$ cat config.mk
export PLATFORM = sky130hd
export DESIGN_NAME = encoder_period_speed_estimator_core
export DESIGN_NICKNAME = d
export VERILOG_FILES = /design/src/hw/rtl/epse_pkg.sv /design/src/hw/rtl/epse_ctrl.sv /design/src/hw/rtl/epse_dp.sv /design/src/hw/rtl/encoder_period_speed_estimator_core.sv
export SDC_FILE = /design/constraint.sdc
export NUM_CORES = 2
export LEC_CHECK = 0
export BUFFER_PORTS_ARGS = -buffer_cell sky130_fd_sc_hd__buf_2
export CORE_MARGIN = 2
export CORE_UTILIZATION = 50
export DETAILED_ROUTE_END_ITERATION = 6
export PLACE_DENSITY = 0.74
export SLEW_MARGIN = 30
export SYNTH_ARGS = -nofsm -noshare
export SYNTH_HDL_FRONTEND = slang
export SYNTH_SLANG_ARGS = --single-unit
$ cat constraint.sdc
create_clock -name clk -period 12.8 [get_ports clk]
set_input_delay 1.28 -clock clk [delete_from_list [all_inputs] [get_ports clk]]
set_output_delay 1.28 -clock clk [all_outputs]
set_load 0.05 [all_outputs]
$ cat src/hw/rtl/epse_pkg.sv
// Shared constants, codes and control types of the encoder period speed estimator.
package epse_pkg;

  // Speed scaling
  localparam int unsigned SPEED_NUMERATOR = 1000000;
  localparam int unsigned FRACTION_BITS   = 8;

  // Field widths
  localparam int TIME_W      = 32;
  localparam int SPEED_W     = 28;
  localparam int ALPHA_W     = 16;
  localparam int DEBOUNCE_W  = 16;
  localparam int CFG_DATA_W  = 32;
  localparam int CFG_INDEX_W = 2;

  // Divider sizing: the dividend is the scaled numerator, one quotient bit per step
  localparam logic [63:0] DIVIDEND = 64'(SPEED_NUMERATOR) << FRACTION_BITS;
  localparam int DIV_W = $clog2(DIVIDEND + 64'd1);
  localparam int CNT_W = (DIV_W > 1) ? $clog2(DIV_W) : 1;
  localparam logic [SPEED_W-1:0] SPEED_MAX = '1;

  // Filter: weight is alpha or 1.0 - alpha, one extra bit for the full 1.0
  localparam int WEIGHT_W = ALPHA_W + 1;
  localparam int PROD_W   = WEIGHT_W + SPEED_W;
  localparam int ACC_W    = PROD_W + 1;
  localparam logic [WEIGHT_W-1:0] WEIGHT_ONE = WEIGHT_W'(1) << ALPHA_W;

  // Register indexes
  localparam logic [CFG_INDEX_W-1:0] CFG_DEBOUNCE_LIMIT = 2'd0;
  localparam logic [CFG_INDEX_W-1:0] CFG_STALL_TIMEOUT  = 2'd1;
  localparam logic [CFG_INDEX_W-1:0] CFG_FILTER_ALPHA   = 2'd2;

  // Register reset values
  localparam logic [DEBOUNCE_W-1:0] DEBOUNCE_RESET = 16'd500;
  localparam logic [TIME_W-1:0]     STALL_RESET    = 32'd100000;
  localparam logic [ALPHA_W-1:0]    ALPHA_RESET    = 16'd52429;

  // Operation codes
  typedef enum logic {
    OP_EDGE = 1'b0,
    OP_READ = 1'b1
  } op_t;

  // Controller states
  typedef enum logic [2:0] {
    ST_IDLE,
    ST_CHECK,
    ST_DIVIDE,
    ST_MUL_A,
    ST_MUL_B,
    ST_DONE
  } state_t;

  typedef struct packed {
    logic [DEBOUNCE_W-1:0] debounce_limit;
    logic [TIME_W-1:0]     stall_timeout;
    logic [ALPHA_W-1:0]    filter_alpha;
  } epse_cfg_t;

  typedef struct packed {
    logic latch_delta;
    logic edge_commit;
    logic div_start;
    logic div_step;
    logic stall_clear;
    logic mac_first;
    logic mac_second;
    logic out_load;
  } epse_cmd_t;

  typedef struct packed {
    logic stalled;
    logic period_zero;
    logic div_last;
    logic out_free;
  } epse_status_t;

endpackage

$ cat src/hw/rtl/epse_ctrl.sv
// Controller state machine: sequences edge updates, speed reads and result hand-off.
module epse_ctrl (
  input  logic                  clk,
  input  logic                  rst,
  input  logic                  in_valid,
  input  logic                  operation,
  output logic                  in_stall,
  input  epse_pkg::epse_status_t status,
  output epse_pkg::epse_cmd_t    cmd
);
  import epse_pkg::*;

  state_t state;
  state_t state_next;
  logic   accept;

  // Input is open only in idle, so the accept follows the state directly
  assign accept = in_valid && state == ST_IDLE;

  // State register
  always_ff @(posedge clk) begin
    if (rst) begin
      state <= ST_IDLE;
    end else begin
      state <= state_next;
    end
  end

  // Next state
  always_comb begin
    state_next = state;
    case (state)
      ST_IDLE: begin
        if (accept && operation == OP_READ) begin
          state_next = ST_CHECK;
        end
      end
      ST_CHECK: begin
        if (status.stalled) begin
          state_next = ST_DONE;
        end else if (status.period_zero) begin
          state_next = ST_MUL_A;
        end else begin
          state_next = ST_DIVIDE;
        end
      end
      ST_DIVIDE: begin
        if (status.div_last) begin
          state_next = ST_MUL_A;
        end
      end
      ST_MUL_A: state_next = ST_MUL_B;
      ST_MUL_B: state_next = ST_DONE;
      ST_DONE: begin
        if (status.out_free) begin
          state_next = ST_IDLE;
        end
      end
      default: state_next = ST_IDLE;
    endcase
  end

  // Outputs
  always_comb begin
    cmd      = '0;
    in_stall = 1'b1;
    case (state)
      ST_IDLE: begin
        in_stall        = 1'b0;
        cmd.edge_commit = accept && operation == OP_EDGE;
        cmd.latch_delta = accept && operation == OP_READ;
      end
      ST_CHECK: begin
        cmd.stall_clear = status.stalled;
        cmd.div_start   = !status.stalled;
      end
      ST_DIVIDE: cmd.div_step   = 1'b1;
      ST_MUL_A:  cmd.mac_first  = 1'b1;
      ST_MUL_B:  cmd.mac_second = 1'b1;
      ST_DONE:   cmd.out_load   = status.out_free;
      default:   cmd = '0;
    endcase
  end

  // A taken read always goes through the timeout check next
  a_read_to_check: assert property (@(posedge clk) disable iff (rst)
    accept && operation == OP_READ |=> state == ST_CHECK)
    else $error("read transaction did not enter the timeout check");

  // A result is loaded only into a free output slot
  a_load_free: assert property (@(posedge clk) disable iff (rst)
    cmd.out_load |-> status.out_free)
    else $error("result loaded over a waiting transaction");

  // After a divide run the filter always follows
  a_div_to_mul: assert property (@(posedge clk) disable iff (rst)
    state == ST_DIVIDE && status.div_last |=> state == ST_MUL_A)
    else $error("divider finish not followed by filter");

endmodule

$ cat src/hw/rtl/epse_dp.sv
// Datapath: edge timing state, serial divider, shared filter multiplier, result register.
module epse_dp (
  input  logic                           clk,
  input  logic                           rst,
  input  epse_pkg::epse_cfg_t             cfg,
  input  logic [epse_pkg::TIME_W-1:0]     timestamp,
  input  epse_pkg::epse_cmd_t             cmd,
  output epse_pkg::epse_status_t          status,
  output logic                           out_valid,
  input  logic                           out_stall,
  output logic [epse_pkg::SPEED_W-1:0]    filtered_speed
);
  import epse_pkg::*;

  localparam logic [DIV_W-1:0] DIVIDEND_V = DIVIDEND[DIV_W-1:0];

  logic [TIME_W-1:0]  last_edge_time;
  logic [TIME_W-1:0]  last_period;
  logic [SPEED_W-1:0] speed_estimate;
  logic [TIME_W-1:0]  delta_reg;
  logic [TIME_W-1:0]  divisor;
  logic [TIME_W-1:0]  rem;
  logic [DIV_W-1:0]   quot;
  logic [CNT_W-1:0]   cnt;
  logic [PROD_W-1:0]  acc;

  logic [TIME_W-1:0]   delta;
  logic [TIME_W-1:0]   period_max;
  logic                edge_ok;
  logic [TIME_W:0]     rem_shift;
  logic                rem_ge;
  logic [SPEED_W-1:0]  measured;
  logic [WEIGHT_W-1:0] mul_weight;
  logic [SPEED_W-1:0]  mul_value;
  logic [PROD_W-1:0]   prod;
  logic [ACC_W-1:0]    sum;

  // Interval since the last accepted edge, modulo 2^32
  assign delta      = timestamp - last_edge_time;
  assign edge_ok    = delta >= TIME_W'(cfg.debounce_limit);
  assign period_max = (delta_reg > last_period) ? delta_reg : last_period;

  // Restoring divide step
  assign rem_shift = {rem, DIVIDEND_V[cnt]};
  assign rem_ge    = rem_shift >= {1'b0, divisor};

  // Quotient clipped to the speed range
  assign measured = (64'(quot) > 64'(SPEED_MAX)) ? SPEED_MAX : SPEED_W'(quot);

  // Shared multiplier: alpha * estimate, then (1 - alpha) * measured
  assign mul_weight = cmd.mac_second ? (WEIGHT_ONE - WEIGHT_W'(cfg.filter_alpha))
                                     : WEIGHT_W'(cfg.filter_alpha);
  assign mul_value  = cmd.mac_second ? measured : speed_estimate;
  assign prod       = PROD_W'(mul_weight) * PROD_W'(mul_value);
  assign sum        = ACC_W'(acc) + ACC_W'(prod);

  // Status to the controller
  assign status.stalled     = delta_reg > cfg.stall_timeout;
  assign status.period_zero = period_max == '0;
  assign status.div_last    = cnt == '0;
  assign status.out_free    = !out_valid || !out_stall;

  // Edge timing and filter state
  always_ff @(posedge clk) begin
    if (rst) begin
      last_edge_time <= '0;
      last_period    <= '0;
      speed_estimate <= '0;
    end else begin
      if (cmd.edge_commit && edge_ok) begin
        last_period    <= delta;
        last_edge_time <= timestamp;
      end
      if (cmd.stall_clear) begin
        speed_estimate <= '0;
      end else if (cmd.mac_second) begin
        speed_estimate <= sum[ALPHA_W +: SPEED_W];
      end
    end
  end

  // Read interval, divider and accumulator
  always_ff @(posedge clk) begin
    if (cmd.latch_delta) begin
      delta_reg <= delta;
    end
    if (cmd.div_start) begin
      divisor <= period_max;
      rem     <= '0;
      quot    <= '0;
      cnt     <= CNT_W'(DIV_W - 1);
    end else if (cmd.div_step) begin
      rem  <= rem_ge ? TIME_W'(rem_shift - {1'b0, divisor}) : rem_shift[TIME_W-1:0];
      quot <= (quot << 1) | DIV_W'(rem_ge);
      cnt  <= cnt - CNT_W'(1);
    end
    if (cmd.mac_first) begin
      acc <= prod;
    end
  end

  // Result register
  always_ff @(posedge clk) begin
    if (rst) begin
      out_valid <= 1'b0;
    end else if (cmd.out_load) begin
      out_valid <= 1'b1;
    end else if (!out_stall) begin
      out_valid <= 1'b0;
    end
  end

  always_ff @(posedge clk) begin
    if (cmd.out_load) begin
      filtered_speed <= speed_estimate;
    end
  end

  // The divider never runs on a zero period
  a_div_nonzero: assert property (@(posedge clk) disable iff (rst)
    cmd.div_step |-> divisor != '0)
    else $error("divide step with zero divisor");

  // A bounced edge leaves the edge time alone
  a_bounce_hold: assert property (@(posedge clk) disable iff (rst)
    cmd.edge_commit && !edge_ok |=> $stable(last_edge_time) && $stable(last_period))
    else $error("rejected edge changed the edge state");

endmodule

$ cat src/hw/rtl/encoder_period_speed_estimator_core.sv
// Top level of the encoder period speed estimator: register file and controller/datapath.
// Each transaction is an encoder edge (operation 0) or a speed read (operation 1) with a
// 32-bit microsecond timestamp. An edge gives no result. A read gives one filtered_speed
// result: it latches the interval, does the timeout check and period choice, runs the
// serial restoring divider, then uses the shared filter multiplier for alpha times the
// old estimate and (1 - alpha) times the measured speed, and loads the output register;
// a read that hits the stall timeout skips divider and filter, and one with a zero
// period skips the divider. While a read is in progress in_stall is high. A result
// waiting in the output register does not hold off edges, only the hand-off of the next
// read. Registers are written through cfg_valid/cfg_ready (ready is always high) and
// should be changed only while the block is idle; writes to index 3 are ignored.
module encoder_period_speed_estimator_core (
  input  logic                              clk,
  input  logic                              rst,
  input  logic                              in_valid,
  output logic                              in_stall,
  input  logic                              operation,
  input  logic [epse_pkg::TIME_W-1:0]        timestamp,
  output logic                              out_valid,
  input  logic                              out_stall,
  output logic [epse_pkg::SPEED_W-1:0]       filtered_speed,
  input  logic                              cfg_valid,
  output logic                              cfg_ready,
  input  logic [epse_pkg::CFG_INDEX_W-1:0]   cfg_index,
  input  logic [epse_pkg::CFG_DATA_W-1:0]    cfg_data
);
  import epse_pkg::*;

  epse_cfg_t    cfg;
  epse_cmd_t    cmd;
  epse_status_t status;

  assign cfg_ready = 1'b1;

  // Configuration registers
  always_ff @(posedge clk) begin
    if (rst) begin
      cfg.debounce_limit <= DEBOUNCE_RESET;
      cfg.stall_timeout  <= STALL_RESET;
      cfg.filter_alpha   <= ALPHA_RESET;
    end else if (cfg_valid && cfg_ready) begin
      case (cfg_index)
        CFG_DEBOUNCE_LIMIT: cfg.debounce_limit <= cfg_data[DEBOUNCE_W-1:0];
        CFG_STALL_TIMEOUT:  cfg.stall_timeout  <= cfg_data[TIME_W-1:0];
        CFG_FILTER_ALPHA:   cfg.filter_alpha   <= cfg_data[ALPHA_W-1:0];
        default: ;
      endcase
    end
  end

  epse_ctrl u_ctrl (
    .clk       (clk),
    .rst       (rst),
    .in_valid  (in_valid),
    .operation (operation),
    .in_stall  (in_stall),
    .status    (status),
    .cmd       (cmd)
  );

  epse_dp u_dp (
    .clk            (clk),
    .rst            (rst),
    .cfg            (cfg),
    .timestamp      (timestamp),
    .cmd            (cmd),
    .status         (status),
    .out_valid      (out_valid),
    .out_stall      (out_stall),
    .filtered_speed (filtered_speed)
  );

endmodule
==> summary.md <==
| Metric | Value |
|---|---|
| Run status | complete, but fails checks |
| Failing checks | DRC |
| Setup Buffers After CTS | 0 |
| Multi-input gate area | 25100 um2 |
| CTS clk-pin slew, worst paths | 0.06 ns |
| Clock power frac | 12.0% |
| DP HPWL | 76.3 mm |
| Largest net degree at the start of global routing | 75 |
| Hold Path Class | flip-flop to flip-flop |
| HP Start | u_dp.speed_estimate[21]$_SDFFE_PP0P_ |
| Clk root buf | clkbuf_16 |
| Startpoint Class | flip-flop |
| FP Rows | 99 |
| ANT nets after route | 0 |
| Initial antenna violation count | 7 |
| Routed vias | 30817 |
| GP Congestion | 0.950 |
| Combinational Power Share | 71.5% |
| Seq cells post-synth | 362 |
| Switching pwr | 0.00541 W |
| Commonest non-fill, non-tap cells in the layout | 790 x nand2_1, 680 x inv_1, 390 x fa_1, 304 x ha_1, 237 x a21oi_1 |
| Commonest non-fill, non-tap cell in the layout | nand2_1 |
| CP peak stage delay | 0.77 ns |
| Antenna Cells | 0 |
| Tcrit/Tclk final | 87.4% |
| Post-CTS resize count | 0 |
| Die height | 276 um |
| Register-to-register setup slack | 1.62 ns |
| Register Area | 8610 um2 |
| Register with the most flip-flops | cfg |
| Critical Path RT | 13.28 ns |
| Final Hold Viols | 0 |
| CTS H-tree lvls | 2 |
| Post-synth ARST share | 0% |
| Cells after Synth | 4345 |
| Crit Path Max Fanout | 14 |
| First-pass GRT wire length | 160 mm |
| Sequential area share after synthesis | 23.3% |
| Max clock buf depth | 3 |
| Clock Skew | 0.0365 ns |
| Max Cap Viol | 0 |
| Top_reg_cell synth | dfxtp_1 |
| Layout fillers | 6659 |
| Sequential power share | 16.5% |
| First drt pass iteration count | 7 |
| CORE AREA | 73100 um2 |
| Synth top area share | 21.1% |
| Share of cells above drive strength 1 | 6.84% |
| Via/cell ratio | 5.77 |
| Final setup viols | 0 |
| Clock tree from TritonCTS | done |
| Final net count | 5116 |
| I/O Buffers | 101 |
| Crit path max-delay cell type | o31ai_2 |
| WP data arrival | 11.66 ns |
| Setup TNS Final | 0 ns |
| Worst Max-Slew Pin Slew | 1.01 ns |
| Power Density | 262 nW/um2 |
| Routed wire per std cell | 18.7 um |
| Syn Nets | 5111 |
| Vias in the first global route | 29976 |
| Starting Density | 50.5% |
| Switching fraction of total power | 51.7% |
| Placed cell count | 5263 |
| DR iter-0 viols | 2837 |
| Total die area | 76000 um2 |
| Final worst path period need | 11.18 ns |
| Synth unique cells | 79 |
| FMAX | 89.4 MHz |
| Area growth, synth to finish | 8.01% |
| Num ports | 103 |
| Worst r2r dst | u_dp.speed_estimate[24]$_SDFFE_PP0P_ |
| Internal power | 0.00505 W |
| Top post-synthesis cells by area | fa_1 21%, dfxtp_1 12%, edfxtp_1 11%, ha_1 10%, nand2_1 8.0% |
| Skew-Pair Late Insertion Delay | 0.63 ns |
| Reg-to-Reg Start | u_ctrl.state[1]$_SDFFE_PP0P_ |
| Syn Area/Cell | 8.50 um2 |
| Unrepaired setup endpoints after global routing | no |
| Hold Path Depth | 0 |
| Cts bufs inserted | 44 |
| Yosys warnings | 0 |
| Synth Cell Area | 36900 um2 |
| CTS Hold Buffers Added | 0 |
| Worst Hold Endpoint | u_dp.filtered_speed[21]$_DFFE_PP_ |
| Endpoint class of the critical path | flip-flop |
| Slew margin rel. | 32.7% |
| Post-synth EDFFs | 136 |
| Total grt overflow | 0 |
| Pins Over Slew Limit | 0 |
| CP most frequent cell | fa_1 |
| Clock Sinks | 362 |
| Drc violations | 8 |
| Setup CP Type | flip-flop to flip-flop |
| WHS | 0.441 ns |
| Final std cells w/o fill | 5344 |
| WL final | 99.8 mm |
| Overall die width | 276 um |
| Leading registers by flop count | cfg: 64 flops, u_dp.acc: 44 flops |
| Maximum VDD drop | 0.299 mV |
| Total leakage power | 18.6 nW |
| Worst reg2reg path depth | 36 |
| Yosys top cell by area | fa_1 |
| GRT Total Usage | 26.5% |
| Largest register FFs | 64 |
## cells by family after synthesis
logic type / Yosys count / share of synthesized area [%]
DFF: 362 / 23.3
AOI/OAI and AO/OA: 754 / 13.3
buffers and inverters: 881 / 9.04
xor gates and xnor gates: 141 / 3.39
adders and majority gates: 694 / 31.4
other: 1 / 0.0102
muxes: 93 / 2.64
and+or+nand+nor: 1419 / 16.9
## synth_stat cells, types with 83 or more instances
cell type  instances
nor3_1            83
edfxtp_1         136
nor2_1           233
clkbuf_1         175
ha_1             304
o21ai_0          125
nand2_1          790
inv_1            682
dfxtp_1          226
a21oi_1          238
fa_1             390
xnor2_1           89
a21o_1           102
## worst max-delay path by stage
stage | startpoint | endpoint | slack [ns] | cells after the start
6_report | u_ctrl.state[1]$_SDFFE_PP0P_ | u_dp.speed_estimate[24]$_SDFFE_PP0P_ | 1.62 | 36
5_1_grt | u_ctrl.state[1]$_SDFFE_PP0P_ | u_dp.speed_estimate[27]$_SDFFE_PP0P_ | 0.90 | 38
4_1_cts | u_ctrl.state[1]$_SDFFE_PP0P_ | u_dp.speed_estimate[27]$_SDFFE_PP0P_ | 1.38 | 39
3_5_place_dp | u_ctrl.state[1]$_SDFFE_PP0P_ | u_dp.speed_estimate[27]$_SDFFE_PP0P_ | 1.44 | 39
3_3_place_gp | u_ctrl.state[1]$_SDFFE_PP0P_ | u_dp.speed_estimate[27]$_SDFFE_PP0P_ | 1.73 | 38
2_1_floorplan | u_ctrl.state[1]$_SDFFE_PP0P_ | u_dp.speed_estimate[27]$_SDFFE_PP0P_ | 2.87 | 40
## per-layer routing
layer  part of all wire [%]  track usage, %  wire [um]  vias to the layer above
li1                       -               -          -                    14368
met1                     43            37.2      43200                    14896
met2                     44            41.0      43500                     1298
met3                    9.0            5.05       8970                      241
met4                    4.0            9.56       3970                       14
met5                  0.092               0         92                        -
## worst max-delay path: cells and delay by family (launching register included)
kind	cells	cell delay [ns]
compound gates	13	3.95
xor+xnor	2	0.31
fa+ha+maj	8	3.84
buf+inv	6	0.59
flops	1	0.53
simple gates	7	1.82
## power groups by stage
stage          clock network, W  logic (W)  registers, W
6_report                0.00126    0.00748       0.00173
5_1_grt                 0.00132    0.00836       0.00175
4_1_cts                 0.00128    0.00739       0.00172
3_5_place_dp                  0    0.00734       0.00174
3_3_place_gp                  0    0.00717       0.00174
2_1_floorplan                 0    0.00552       0.00168
## per-stage QoR
| step | total power, W | area, um2 | utilization, % | setup WS (ns) |
|---|---|---|---|---|
| floorplan | 0.00720 | 36900 | - | 2.87 |
| global placement | 0.00891 | 38400 | 52.5 | 1.73 |
| detailed placement | 0.00908 | 38400 | 52.6 | 1.44 |
| CTS | 0.0104 | 39900 | 54.5 | 1.38 |
| global route | 0.0114 | 39900 | 54.6 | 0.898 |
| finish | 0.0105 | 39900 | 54.6 | 1.62 |
## cell type report
| cell class | count | share of cell area (%) |
|---|---|---|
| Tap cell | 959 | 3.01 |
| Inverter | 683 | 6.43 |
| Sequential cell | 362 | 21.6 |
| Clock inverter | 31 | 0.750 |
| Multi-Input combinational cell | 3102 | 63.1 |
| Clock buffer | 50 | 2.84 |
| Timing Repair Buffer | 157 | 2.33 |
Note: power is estimated with default switching activity, not from simulation.
